$ cat src/aip_pkg.sv
// Shared types and constants for the ASCII integer parser.
// Used by the front classifier, the item queue, the back executor and the top level.
package aip_pkg;

	// Character codes that the parser treats specially.
	localparam logic [7:0] CH_NUL    = 8'h00;
	localparam logic [7:0] CH_TAB    = 8'h09;
	localparam logic [7:0] CH_CR     = 8'h0D;
	localparam logic [7:0] CH_SPACE  = 8'h20;
	localparam logic [7:0] CH_HASH   = 8'h23;
	localparam logic [7:0] CH_DIG_0  = 8'h30;
	localparam logic [7:0] CH_DIG_9  = 8'h39;
	localparam logic [7:0] CH_UP_A   = 8'h41;
	localparam logic [7:0] CH_UP_F   = 8'h46;
	localparam logic [7:0] CH_UP_X   = 8'h58;
	localparam logic [7:0] CH_LO_A   = 8'h61;
	localparam logic [7:0] CH_LO_F   = 8'h66;
	localparam logic [7:0] CH_LO_X   = 8'h78;

	localparam int unsigned VALUE_W = 64;
	localparam int unsigned DIGIT_W = 4;

	// Offset that maps the low nibble of 'a'..'f' or 'A'..'F' onto 10..15.
	localparam logic [DIGIT_W-1:0] HEX_LETTER_OFS = 4'd9;

	// Syntax mode register values.
	localparam logic MODE_HEX     = 1'b0;
	localparam logic MODE_DEC_0X  = 1'b1;

	typedef enum logic [2:0] {
		PH_SKIP   = 3'd0,
		PH_ZERO   = 3'd1,
		PH_DIGITS = 3'd2,
		PH_STOP   = 3'd3
	} phase_t;

	// Classified character as it travels from the front to the back.
	typedef struct packed {
		logic                term;
		logic                blank;
		logic                dec;
		logic                hex_letter;
		logic                hash;
		logic                x_char;
		logic [DIGIT_W-1:0]  digit;
	} char_class_t;

	typedef struct packed {
		logic full;
		logic empty;
	} fifo_stat_t;

endpackage

$ cat src/ascii_integer_parser_core.sv
// Top level of the ASCII integer parser: front classifier, item queue, back executor.
// Depends on aip_pkg, aip_front, aip_fifo and aip_back.

// The parser takes one text character per item on the s_ side and returns the
// parsed 64-bit value on the m_ side when the terminating code 0 arrives; all
// other characters give no result. Leading whitespace is skipped; syntax mode 0
// reads hexadecimal with an optional 0x, 0X or # prefix, mode 1 reads
// hexadecimal after 0x or 0X and decimal otherwise. Parsing stops at the first
// character that is not a digit and the rest of the string is ignored; the
// value wraps modulo 2^64. Throughput is one item per clock cycle while the
// queue is not full: the front classifies a character in the cycle it is
// accepted and writes it into a FIFO_DEPTH-entry queue, and the back updates
// the accumulator with one shift-and-add per cycle. The back takes characters
// from the head of the queue, and a terminator's value is loaded into the
// output register at the edge that takes it from the queue; m_tvalid comes from
// that register and the value stays on m_tdata until it is taken.
// While a terminator waits for the output register to be taken, the queue
// holds up to FIFO_DEPTH items, the waiting terminator included, before the
// input stalls. Write syntax_mode only while no string is in flight.
module ascii_integer_parser_core #(
	parameter int unsigned FIFO_DEPTH = 4
) (
	input  logic        clk,
	input  logic        arst_n,
	// Configuration: syntax_mode register.
	input  logic        cfg_we,
	input  logic [0:0]  cfg_wdata,   // bit 0: syntax_mode
	// Input characters.
	input  logic        s_tvalid,
	output logic        s_tready,
	input  logic [7:0]  s_tdata,     // bits 7:0: char_code
	// Parsed results.
	output logic        m_tvalid,
	input  logic        m_tready,
	output logic [63:0] m_tdata      // bits 63:0: value
);
	import aip_pkg::*;

	logic        syntax_mode_q;
	char_class_t in_cls;
	char_class_t head_cls;
	fifo_stat_t  q_stat;
	logic        push;
	logic        pop;

	// The mode register is sampled by the back when a string starts.
	always_ff @(posedge clk or negedge arst_n) begin
		if (!arst_n) begin
			syntax_mode_q <= MODE_HEX;
		end else if (cfg_we) begin
			syntax_mode_q <= cfg_wdata[0];
		end
	end

	assign s_tready = !q_stat.full;
	assign push     = s_tvalid && s_tready;

	aip_front u_front (
		.char_code (s_tdata),
		.cls       (in_cls)
	);

	aip_fifo #(
		.DEPTH (FIFO_DEPTH)
	) u_fifo (
		.clk     (clk),
		.arst_n  (arst_n),
		.push    (push),
		.wr_item (in_cls),
		.pop     (pop),
		.rd_item (head_cls),
		.stat    (q_stat)
	);

	aip_back u_back (
		.clk         (clk),
		.arst_n      (arst_n),
		.syntax_mode (syntax_mode_q),
		.head_valid  (!q_stat.empty),
		.head        (head_cls),
		.pop         (pop),
		.m_tvalid    (m_tvalid),
		.m_tready    (m_tready),
		.m_tdata     (m_tdata)
	);

	// The queue can never report full and empty at once.
	a_queue_state: assert property (@(posedge clk) disable iff (!arst_n)
		!(q_stat.full && q_stat.empty))
		else $error("queue reports full and empty together");

	// A terminator is never consumed while a result waits untaken.
	a_no_overwrite: assert property (@(posedge clk) disable iff (!arst_n)
		(pop && head_cls.term) |-> !(m_tvalid && !m_tready))
		else $error("result overwritten before it was taken");

	// A new result appears only after a terminator left the queue.
	a_result_source: assert property (@(posedge clk) disable iff (!arst_n)
		$rose(m_tvalid) |-> $past(pop && head_cls.term))
		else $error("result raised without a terminator");

	// Nothing is taken from an empty queue.
	a_pop_nonempty: assert property (@(posedge clk) disable iff (!arst_n)
		pop |-> !q_stat.empty)
		else $error("pop from an empty queue");

endmodule

$ cat src/aip_front.sv
// Front part of the ASCII integer parser: classifies each incoming character.
// Depends on aip_pkg.
module aip_front (
	input  logic [7:0]          char_code,
	output aip_pkg::char_class_t cls
);
	import aip_pkg::*;

	logic is_upper;
	logic is_lower;

	always_comb begin
		is_upper       = (char_code >= CH_UP_A) && (char_code <= CH_UP_F);
		is_lower       = (char_code >= CH_LO_A) && (char_code <= CH_LO_F);
		cls.term       = (char_code == CH_NUL);
		cls.blank      = ((char_code >= CH_TAB) && (char_code <= CH_CR)) ||
		                 (char_code == CH_SPACE);
		cls.dec        = (char_code >= CH_DIG_0) && (char_code <= CH_DIG_9);
		cls.hex_letter = is_upper || is_lower;
		cls.hash       = (char_code == CH_HASH);
		cls.x_char     = (char_code == CH_LO_X) || (char_code == CH_UP_X);
		// Digits keep their low nibble; letters a-f map from 1..6 up to 10..15.
		if (cls.hex_letter) begin
			cls.digit = char_code[DIGIT_W-1:0] + HEX_LETTER_OFS;
		end else begin
			cls.digit = char_code[DIGIT_W-1:0];
		end
	end

endmodule

$ cat src/aip_fifo.sv
// Short queue of classified characters between the parser front and back.
// Depends on aip_pkg.
module aip_fifo #(
	parameter int unsigned DEPTH = 4
) (
	input  logic                 clk,
	input  logic                 arst_n,
	input  logic                 push,
	input  aip_pkg::char_class_t wr_item,
	input  logic                 pop,
	output aip_pkg::char_class_t rd_item,
	output aip_pkg::fifo_stat_t  stat
);
	import aip_pkg::*;

	localparam int unsigned AW = (DEPTH > 1) ? $clog2(DEPTH) : 1;
	localparam int unsigned CW = $clog2(DEPTH + 1);
	localparam logic [AW-1:0] LAST_IDX = AW'(DEPTH - 1);
	localparam logic [CW-1:0] FULL_CNT = CW'(DEPTH);

	char_class_t   mem_q [DEPTH];
	logic [AW-1:0] wr_ptr_q;
	logic [AW-1:0] rd_ptr_q;
	logic [CW-1:0] count_q;

	assign rd_item    = mem_q[rd_ptr_q];
	assign stat.full  = (count_q == FULL_CNT);
	assign stat.empty = (count_q == '0);

	always_ff @(posedge clk) begin
		if (push) begin
			mem_q[wr_ptr_q] <= wr_item;
		end
	end

	always_ff @(posedge clk or negedge arst_n) begin
		if (!arst_n) begin
			wr_ptr_q <= '0;
			rd_ptr_q <= '0;
			count_q  <= '0;
		end else begin
			if (push) begin
				wr_ptr_q <= (wr_ptr_q == LAST_IDX) ? '0 : wr_ptr_q + 1'b1;
			end
			if (pop) begin
				rd_ptr_q <= (rd_ptr_q == LAST_IDX) ? '0 : rd_ptr_q + 1'b1;
			end
			if (push && !pop) begin
				count_q <= count_q + 1'b1;
			end else if (pop && !push) begin
				count_q <= count_q - 1'b1;
			end
		end
	end

endmodule

$ cat src/aip_back.sv
// Back part of the ASCII integer parser: phase machine, accumulator and result register.
// Depends on aip_pkg.
module aip_back (
	input  logic                           clk,
	input  logic                           arst_n,
	input  logic                           syntax_mode,
	input  logic                           head_valid,
	input  aip_pkg::char_class_t           head,
	output logic                           pop,
	output logic                           m_tvalid,
	input  logic                           m_tready,
	output logic [aip_pkg::VALUE_W-1:0]    m_tdata
);
	import aip_pkg::*;

	phase_t               phase_q, phase_d;
	logic [VALUE_W-1:0]   acc_q, acc_d;
	logic                 hex_q, hex_d;
	logic                 out_valid_q;
	logic [VALUE_W-1:0]   out_data_q;

	logic                 out_free;
	logic                 emit;
	logic                 use_hex;
	logic [VALUE_W-1:0]   acc_base;
	logic [VALUE_W-1:0]   acc_next_digit;
	logic                 digit_ok;

	assign out_free = !out_valid_q || m_tready;
	// A terminator needs room in the result register; other items always proceed.
	assign pop      = head_valid && (!head.term || out_free);
	assign emit     = pop && head.term;
	assign m_tvalid = out_valid_q;
	assign m_tdata  = out_data_q;

	always_comb begin
		// In the skip phase the radix and a cleared accumulator are chosen here.
		use_hex  = (phase_q == PH_SKIP) ? (syntax_mode == MODE_HEX) : hex_q;
		acc_base = (phase_q == PH_SKIP) ? '0 : acc_q;
		digit_ok = head.dec || (use_hex && head.hex_letter);
		if (use_hex) begin
			acc_next_digit = {acc_base[VALUE_W-5:0], head.digit};
		end else begin
			acc_next_digit = {acc_base[VALUE_W-4:0], 3'b000} +
			                 {acc_base[VALUE_W-2:0], 1'b0} +
			                 VALUE_W'(head.digit);
		end
	end

	always_comb begin
		phase_d = phase_q;
		acc_d   = acc_q;
		hex_d   = hex_q;
		if (pop) begin
			if (head.term) begin
				phase_d = PH_SKIP;
				acc_d   = '0;
				hex_d   = 1'b0;
			end else begin
				unique case (phase_q)
					PH_SKIP: begin
						if (!head.blank) begin
							hex_d = use_hex;
							acc_d = '0;
							if (head.dec && (head.digit == '0)) begin
								phase_d = PH_ZERO;
							end else if (head.hash && (syntax_mode == MODE_HEX)) begin
								phase_d = PH_DIGITS;
							end else if (digit_ok) begin
								acc_d   = acc_next_digit;
								phase_d = PH_DIGITS;
							end else begin
								phase_d = PH_STOP;
							end
						end
					end
					PH_ZERO: begin
						if (head.x_char) begin
							hex_d   = 1'b1;
							acc_d   = '0;
							phase_d = PH_DIGITS;
						end else if (digit_ok) begin
							acc_d   = acc_next_digit;
							phase_d = PH_DIGITS;
						end else begin
							phase_d = PH_STOP;
						end
					end
					PH_DIGITS: begin
						if (digit_ok) begin
							acc_d = acc_next_digit;
						end else begin
							phase_d = PH_STOP;
						end
					end
					default: begin
						phase_d = PH_STOP;
					end
				endcase
			end
		end
	end

	always_ff @(posedge clk or negedge arst_n) begin
		if (!arst_n) begin
			phase_q     <= PH_SKIP;
			acc_q       <= '0;
			hex_q       <= 1'b0;
			out_valid_q <= 1'b0;
		end else begin
			phase_q <= phase_d;
			acc_q   <= acc_d;
			hex_q   <= hex_d;
			if (emit) begin
				out_valid_q <= 1'b1;
			end else if (m_tready) begin
				out_valid_q <= 1'b0;
			end
		end
	end

	always_ff @(posedge clk) begin
		if (emit) begin
			out_data_q <= acc_q;
		end
	end

endmodule

$ cat config.mk
export PLATFORM = sky130hd
export DESIGN_NAME = ascii_integer_parser_core
export DESIGN_NICKNAME = d
export VERILOG_FILES = /design/src/aip_pkg.sv /design/src/ascii_integer_parser_core.sv /design/src/aip_front.sv /design/src/aip_fifo.sv /design/src/aip_back.sv
export SDC_FILE = /design/constraint.sdc
export NUM_CORES = 1
export LEC_CHECK = 0
export ABC_CLOCK_PERIOD_IN_PS = 5600
export BUFFER_PORTS_ARGS = -buffer_cell sky130_fd_sc_hd__buf_2
export CORE_ASPECT_RATIO = 1.2
export CORE_MARGIN = 2
export CORE_UTILIZATION = 55
export CTS_CLUSTER_DIAMETER = 100
export DETAILED_ROUTE_END_ITERATION = 6
export GPL_TIMING_DRIVEN = 0
export MAX_ROUTING_LAYER = met4
export PLACE_DENSITY = 0.8
export SETUP_SLACK_MARGIN = 0.05
export SYNTH_ARGS = -nofsm -noshare
export SYNTH_HDL_FRONTEND = slang
export SYNTH_SLANG_ARGS = --single-unit
export TNS_END_PERCENT = 5
$ cat constraint.sdc
create_clock -name clk -period 5.6 [get_ports clk]
set_clock_uncertainty 0.05 [all_clocks]
set_input_delay 1.12 -clock clk [delete_from_list [all_inputs] [get_ports clk]]
set_output_delay 1.12 -clock clk [all_outputs]
set_load 0.02 [all_outputs]
==> flow_summary.ini, run 1 <==
[run_status]
status = finished, final reports clean

[timing]
setup_violations = 0
slew_violations = 0
post-route-period-util_pct = 93.5
setup_slack_ns = 0.365
hold_ws_ns = 0.426
rsz0062_at_grt = no
hold_violations = 0
slew_headroom_pct = 18.7
max_freq_mhz = 191
finalCriticalPeriod_ns = 5.24
worst_pin_slew_ns = 1.21

[yosys]
ys.flop_type = edfxtp_1
ys_seq_area_share_pct = 41.4
synth.cell_area_um2 = 12100
syn_nets = 1383
synthArstFlopShare_pct = 42.2
synth-edff-count = 104
synth_warnings = 0
ys_types = 67
synth_area_per_cell_um2 = 9.81
synth-seq-cells = 180
synthCells = 1239

[flow_run]
max-cap-violations = 0

[place]
globalplace.congestion = 0.920
placed_cell_area_um2 = 13000
place_hpwl_um = 23600
place_ws_ns = -0.299
port_buffers = 78

[pwr]
leakagePower_uw = 0.00609
total_power_uw = 6040
powerDensity_nw_per_um2 = 442
ir_drop_uv = 265

[cells_and_area]
num_antenna_cells = 0
finalInstanceArea_um2 = 13600
fin_util_pct = 62.9
syn_to_final_growth_pct = 12.3
drive_gt1_share_pct = 11.6
layout.nets = 1482

[grt]
grt_pass1_vias = 9935
antenna_found_initial = 0
gr-total-overflow = 0
track_usage_pct = 28.1
grt_pass1_wl_um = 50900
grt_max_degree = 47

[clock_network]
cts_tree = done
h-tree-depth = 4
cts_buffers = 17
clock-root-buffer = clkbuf_16
clk_latency_ns = 0.44
holdBufCountCts = 0
cts_resized = 3
clkTransAtPathRegs_ns = 0.09
clockBufferDepth = 2
clkSinkCount = 180
cts_setup_buffers = 0

[floorplanning]
rows = 59
die_w_um = 140
io_pins = 80
die_area_um2 = 23300
start_util_pct = 56.0
die_h_um = 167
core_area_um2 = 21700

[hold_path]
hold_start = u_back.acc_q[63]
hp-class = reg -> reg
hold_end = u_back.m_tdata[63]
hold_depth = 0

[critical_path]
crit_type = reg -> reg
critical_path_buf_inv_count = 6
critPathSlowestCell = or3_1
critPathTopFamily = buffers and inverters
crit_path_end_kind = flip-flop
crit_arrival_ns = 5.57
slowest_delay_ns = 0.45
start_kind = flip-flop
rr_startpoint = u_back.phase_q[1]
rrSetupSlack_ns = 0.36
worstPathMaxFanout = 10
r2r-end = u_back.acc_q[61]
crit_path_cell_trace = inv_1 > ha_1 > clkbuf_1 > buf_2 > clkbuf_2 > clkbuf_2 > nor2b_1 > ha_1 > ha_1 > clkbuf_1 > nand2_1 > or3_1 > nor3_1 > nand3_1 > nand2_1 > o21ai_0 > o211a_1 > or4_1 > nand3_1
worstRegToRegCells = 19
cp_common_cell = ha_1
required_ns = 5.93

[routing]
ant_nets = 0
wire_per_inst_um = 19.4
firstDrtPassIters = 6
drcViolationCount = 0
vias_per_cell = 6.18
drtIter0Drc = 1178
wirelength_um = 31600
vias = 10000
flip-flops by register name, summed over array words and instances (netlist names):
signal,cells
u_back.acc_q,64
u_back.m_tvalid,1
u_back.phase_q,2
u_fifo.rd_ptr_q,2
syntax_mode_q,1
u_back.m_tdata,64
u_fifo.mem_q,40
u_fifo.count_q,3
u_back.hex_q,1
u_fifo.wr_ptr_q,2
cells in the mapped netlist (6+ instances only):
master | instances | share of area, %
inv_1 | 36 | 1.1
xor2_1 | 28 | 2.0
a222oi_1 | 6 | 0.49
dfrtp_1 | 76 | 16
clkbuf_1 | 56 | 1.7
a21oi_1 | 98 | 4.0
edfxtp_1 | 104 | 26
o21a_1 | 9 | 0.56
xnor2_1 | 37 | 2.7
nand4_1 | 27 | 1.4
ha_1 | 128 | 13
a21o_1 | 35 | 2.2
nand3_1 | 19 | 0.78
nor2b_1 | 69 | 3.6
mux2i_1 | 6 | 0.49
buf_2 | 9 | 0.37
a211oi_1 | 6 | 0.37
o31ai_1 | 6 | 0.37
o21ai_0 | 107 | 4.4
a21boi_0 | 7 | 0.43
and2_1 | 10 | 0.51
o211ai_1 | 6 | 0.37
a22oi_1 | 26 | 1.6
nor3_1 | 12 | 0.49
nor2_1 | 68 | 2.1
o21bai_1 | 17 | 1.1
and3_1 | 15 | 0.77
a31oi_1 | 13 | 0.67
nand2_1 | 105 | 3.2
nor4_1 | 7 | 0.36
nand2b_1 | 12 | 0.62
mux4_2 | 10 | 1.9
per-stage QoR:
step,cells,TNS (ns)
after floorplan,1239,0
after global placement,1591,-47.88
after detailed placement,1594,-2.60
after CTS,1626,0
after global routing,1625,0
final,1625,0
routing by layer:
| layer | GRT usage [%] | part of all wire [%] | wire (µm) |
|---|---|---|---|
| met1 | 33.9 | 41 | 12900 |
| met2 | 47.7 | 50 | 15800 |
| met3 | 3.77 | 5.4 | 1710 |
| met4 | 11.8 | 3.7 | 1180 |
| met5 | - | 0 | 0 |
layout by cell type (no fill, tap or decap), types with 11 or more instances in the layout:
cell / n
ha_1: 128
inv_1: 36
nand2b_1: 12
xnor2_1: 37
nand3_1: 19
o21bai_1: 16
nand2_1: 105
and3_1: 15
nor2_1: 67
dfrtp_1: 76
a21oi_1: 97
nand4_1: 27
a22oi_1: 26
clkbuf_16: 17
buf_2: 88
nor2b_1: 69
nor3_1: 11
clkbuf_1: 50
xor2_1: 28
a21o_1: 35
a31oi_1: 13
o21ai_0: 106
edfxtp_1: 104
power breakdown:
group	switching [µW]	internal (µW)
registers	174	1910
logic	1840	810
clock network	642	661
worst max-delay path by stage:
stage                 startpoint                  to  slack (ns)  cells past startpoint
2_1_floorplan           m_tready   u_back.m_tdata[0]        0.89                      4
3_3_place_gp            m_tready  u_back.m_tdata[28]       -0.73                      5
3_5_place_dp   u_back.phase_q[0]    u_back.acc_q[62]       -0.30                     20
4_1_cts        u_back.phase_q[1]    u_back.acc_q[62]        0.07                     20
5_1_grt        u_back.phase_q[0]    u_back.acc_q[55]        0.08                     18
6_report       u_back.phase_q[1]    u_back.acc_q[61]        0.36                     19
final cells by class:
cell class	instances	area (µm²)
Clock inverter	15	225
Clock buffer	17	425
Buffer	67	278
Tap cell	274	343
Inverter	37	139
Timing Repair Buffer	81	468
Multi-Input combinational cell	954	6740
Sequential cell	180	5020
Fill cell	1810	8060
worst reg2reg max path, delay by kind of cell (launching register included):
kind	cells	cell delay [ns]
AO/OA/AOI/OAI	2	0.64
adder cells (fa/ha/maj)	3	0.75
buffers and inverters	6	1.70
flip-flops	1	0.39
AND/OR/NAND/NOR	8	1.63
logic make-up (layout without fill, tap and decap cells):
logic type	count (synthesis)	in the layout	synth area share, %
AO/OA/AOI/OAI	374	374	19.2
AND/OR/NAND/NOR	364	364	15.0
flip-flops	180	180	41.4
adder cells (fa/ha/maj)	131	131	13.6
buffers and inverters	105	217	3.40
XOR/XNOR	65	65	4.69
multiplexers	20	20	2.72
Note: power is estimated with default switching activity, not from simulation.
==> inputs of run 2 (changes only) <==
--- a/config.mk
+++ b/config.mk
@@ -9,12 +9,12 @@
 export BUFFER_PORTS_ARGS = -buffer_cell sky130_fd_sc_hd__buf_2
 export CORE_ASPECT_RATIO = 1.2
 export CORE_MARGIN = 2
-export CORE_UTILIZATION = 55
+export CORE_UTILIZATION = 50
 export CTS_CLUSTER_DIAMETER = 100
 export DETAILED_ROUTE_END_ITERATION = 6
 export GPL_TIMING_DRIVEN = 0
 export MAX_ROUTING_LAYER = met4
-export PLACE_DENSITY = 0.8
+export PLACE_DENSITY = 0.75
 export SETUP_SLACK_MARGIN = 0.05
 export SYNTH_ARGS = -nofsm -noshare
 export SYNTH_HDL_FRONTEND = slang
==> run 2 against run 1 <==
  * Utilization decreased by 5.7 points
  * Clock power about the same
  * First-iteration DRC count decreased by 44%
  * Wire length unchanged
  * Critical path depth increased by 1
  * Non-clock buffer count decreased by 1
  * Clock-buffer cell count unchanged
  * Global-route usage decreased by 2.2 points
  * Fmax decreased by 0.65%
  * Largest cell class unchanged
  * Largest power group unchanged
==> flow_summary.ini, run 2 (same netlist as run 1, synthesis figures left out) <==
[run_status]
status = finished, final reports clean

[cells_and_area]
layout.nets = 1481
mostFrequentLayoutCell = ha_1
fin_cells = 1670
drive_gt1_share_pct = 11.4
final_cell_mix = ha_1 (128), nand2_1 (105), o21ai_0 (105), edfxtp_1 (104), a21oi_1 (97)
syn_to_final_growth_pct = 12.5
num_antenna_cells = 0

[place]
place_hpwl_um = 23700
place_inst = 1639
globalplace.congestion = 0.945
port_buffers = 78

[timing]
post-route-period-util_pct = 94.1
slew_violations = 0
rsz0062_at_grt = no
fin_tns_setup_ns = 0
slew_headroom_pct = 33.5
setup_violations = 0
hold_violations = 0
worst_pin_slew_ns = 0.995
max_freq_mhz = 190
finalCriticalPeriod_ns = 5.27

[grt]
grt_max_degree = 68
gr-total-overflow = 0
track_usage_pct = 26.0
grt_pass1_vias = 9960
antenna_found_initial = 0
grt_pass1_wl_um = 51000

[critical_path]
required_ns = 5.88
crit_type = reg -> reg
worstPathMaxFanout = 10
crit_arrival_ns = 5.55
crit_path_end_kind = flip-flop
start_kind = flip-flop

[routing]
wirelength_um = 31600
vias = 9981
drtIter0Drc = 662
ant_nets = 0
vias_per_cell = 5.98
drcViolationCount = 0
firstDrtPassIters = 5
wire_per_inst_um = 18.9

[pwr]
leakagePower_uw = 0.00607
powerDensity_nw_per_um2 = 435
ir_drop_uv = 290

[clock_network]
cts_setup_buffers = 0
clkSinkCount = 180
clk_latency_ns = 0.46
cts_tree = done
cts_buffers = 17
clockBufferDepth = 2
h-tree-depth = 4
clock-root-buffer = clkbuf_16
clkTransAtPathRegs_ns = 0.08

[floorplanning]
die_area_um2 = 25600
die_w_um = 146
die_h_um = 175
rows = 62
core_area_um2 = 23900
start_util_pct = 50.8
io_pins = 80

[hold_path]
hp-class = reg -> reg

[flow_run]
max-cap-violations = 0
==> run 2: cell type report <==
| cell class | count | area [µm²] |
|---|---|---|
| sequential | 180 | 5020 |
| clock buffer | 17 | 425 |
| fill | 2166 | 10200 |
| clock inverter | 15 | 225 |
| inverter | 37 | 139 |
| multi-input combinational | 954 | 6730 |
| timing repair buffer | 80 | 440 |
| tap | 320 | 400 |
| buffer | 67 | 278 |
==> run 2: timing repair <==
| action | CTS | global route |
|---|---|---|
| gates resized for setup | 6 | 9 |
| endpoints found under the setup margin | 32 | 20 |
| hold buffers | 0 | 0 |
| hold endpoints to repair | 0 | 0 |
| gates cloned | 0 | 0 |
==> run 2: path summary, 6_finish.rpt <==
| path | slack [ns] | end | depth (start not counted) | startpoint |
|---|---|---|---|---|
| worst min register to register | 0.43 | u_back.m_tdata[26] | 0 | u_back.acc_q[26] |
| max in group asynchronous | 4.48 | u_back.acc_q[20] | 2 | arst_n |
| min in group asynchronous | 0.44 | u_back.acc_q[52] | 1 | arst_n |
| worst max-delay path | 0.33 | u_back.acc_q[40] | 20 | u_back.phase_q[0] |
| worst max register to register | 0.33 | u_back.acc_q[40] | 20 | u_back.phase_q[0] |
| worst min-delay path | 0.43 | u_back.m_tdata[26] | 0 | u_back.acc_q[26] |
==> run 2: per-stage QoR <==
step	worst slack [ns]	hold slack, ns	utilization (%)	total power [µW]	cell area [µm²]
4_1_cts	0.158	0.427	57.1	5970	13700
6_report	0.331	0.425	57.2	5950	13700
2_1_floorplan	0.890	0.374	-	3800	12100
3_5_place_dp	-0.481	0.407	54.4	4660	13000
3_3_place_gp	-0.737	0.408	54.2	4580	12900
5_1_grt	0.0338	0.435	57.2	6270	13700
==> run 2: routing by layer <==
| layer | up-vias | GRT usage (%) | share of wire (%) |
|---|---|---|---|
| met4 | 0 | 10.8 | 3.7 |
| met3 | 77 | 3.50 | 4.4 |
| met1 | 4842 | 30.2 | 41 |
| met5 | - | - | 0 |
| li1 | 4777 | - | - |
| met2 | 285 | 45.3 | 51 |
==> run 2: power by group <==
group | internal (µW) | leakage, µW | switching (µW) | total, µW
clock network | 632 | 0.000312 | 657 | 1290
registers | 1910 | 0.00204 | 168 | 2080
logic | 775 | 0.00372 | 1800 | 2580
total | 3320 | 0.00607 | 2630 | 5950
==> run 2: critical path: stages, from the launching register on <==
cell and delay (ns):
dfrtp_1 0.40, inv_1 0.10, ha_1 0.15, clkbuf_1 0.30, buf_2 0.35, buf_2 0.34, nor2b_1 0.12, ha_1 0.30
ha_1 0.19, inv_1 0.07, fa_1 0.38, nand2b_1 0.19, a21oi_1 0.31, o31ai_2 0.15, o21ai_1 0.38, a31oi_1 0.20
o21ai_1 0.38, a41o_1 0.33, a41oi_1 0.15, xor2_1 0.19, o21ai_0 0.09
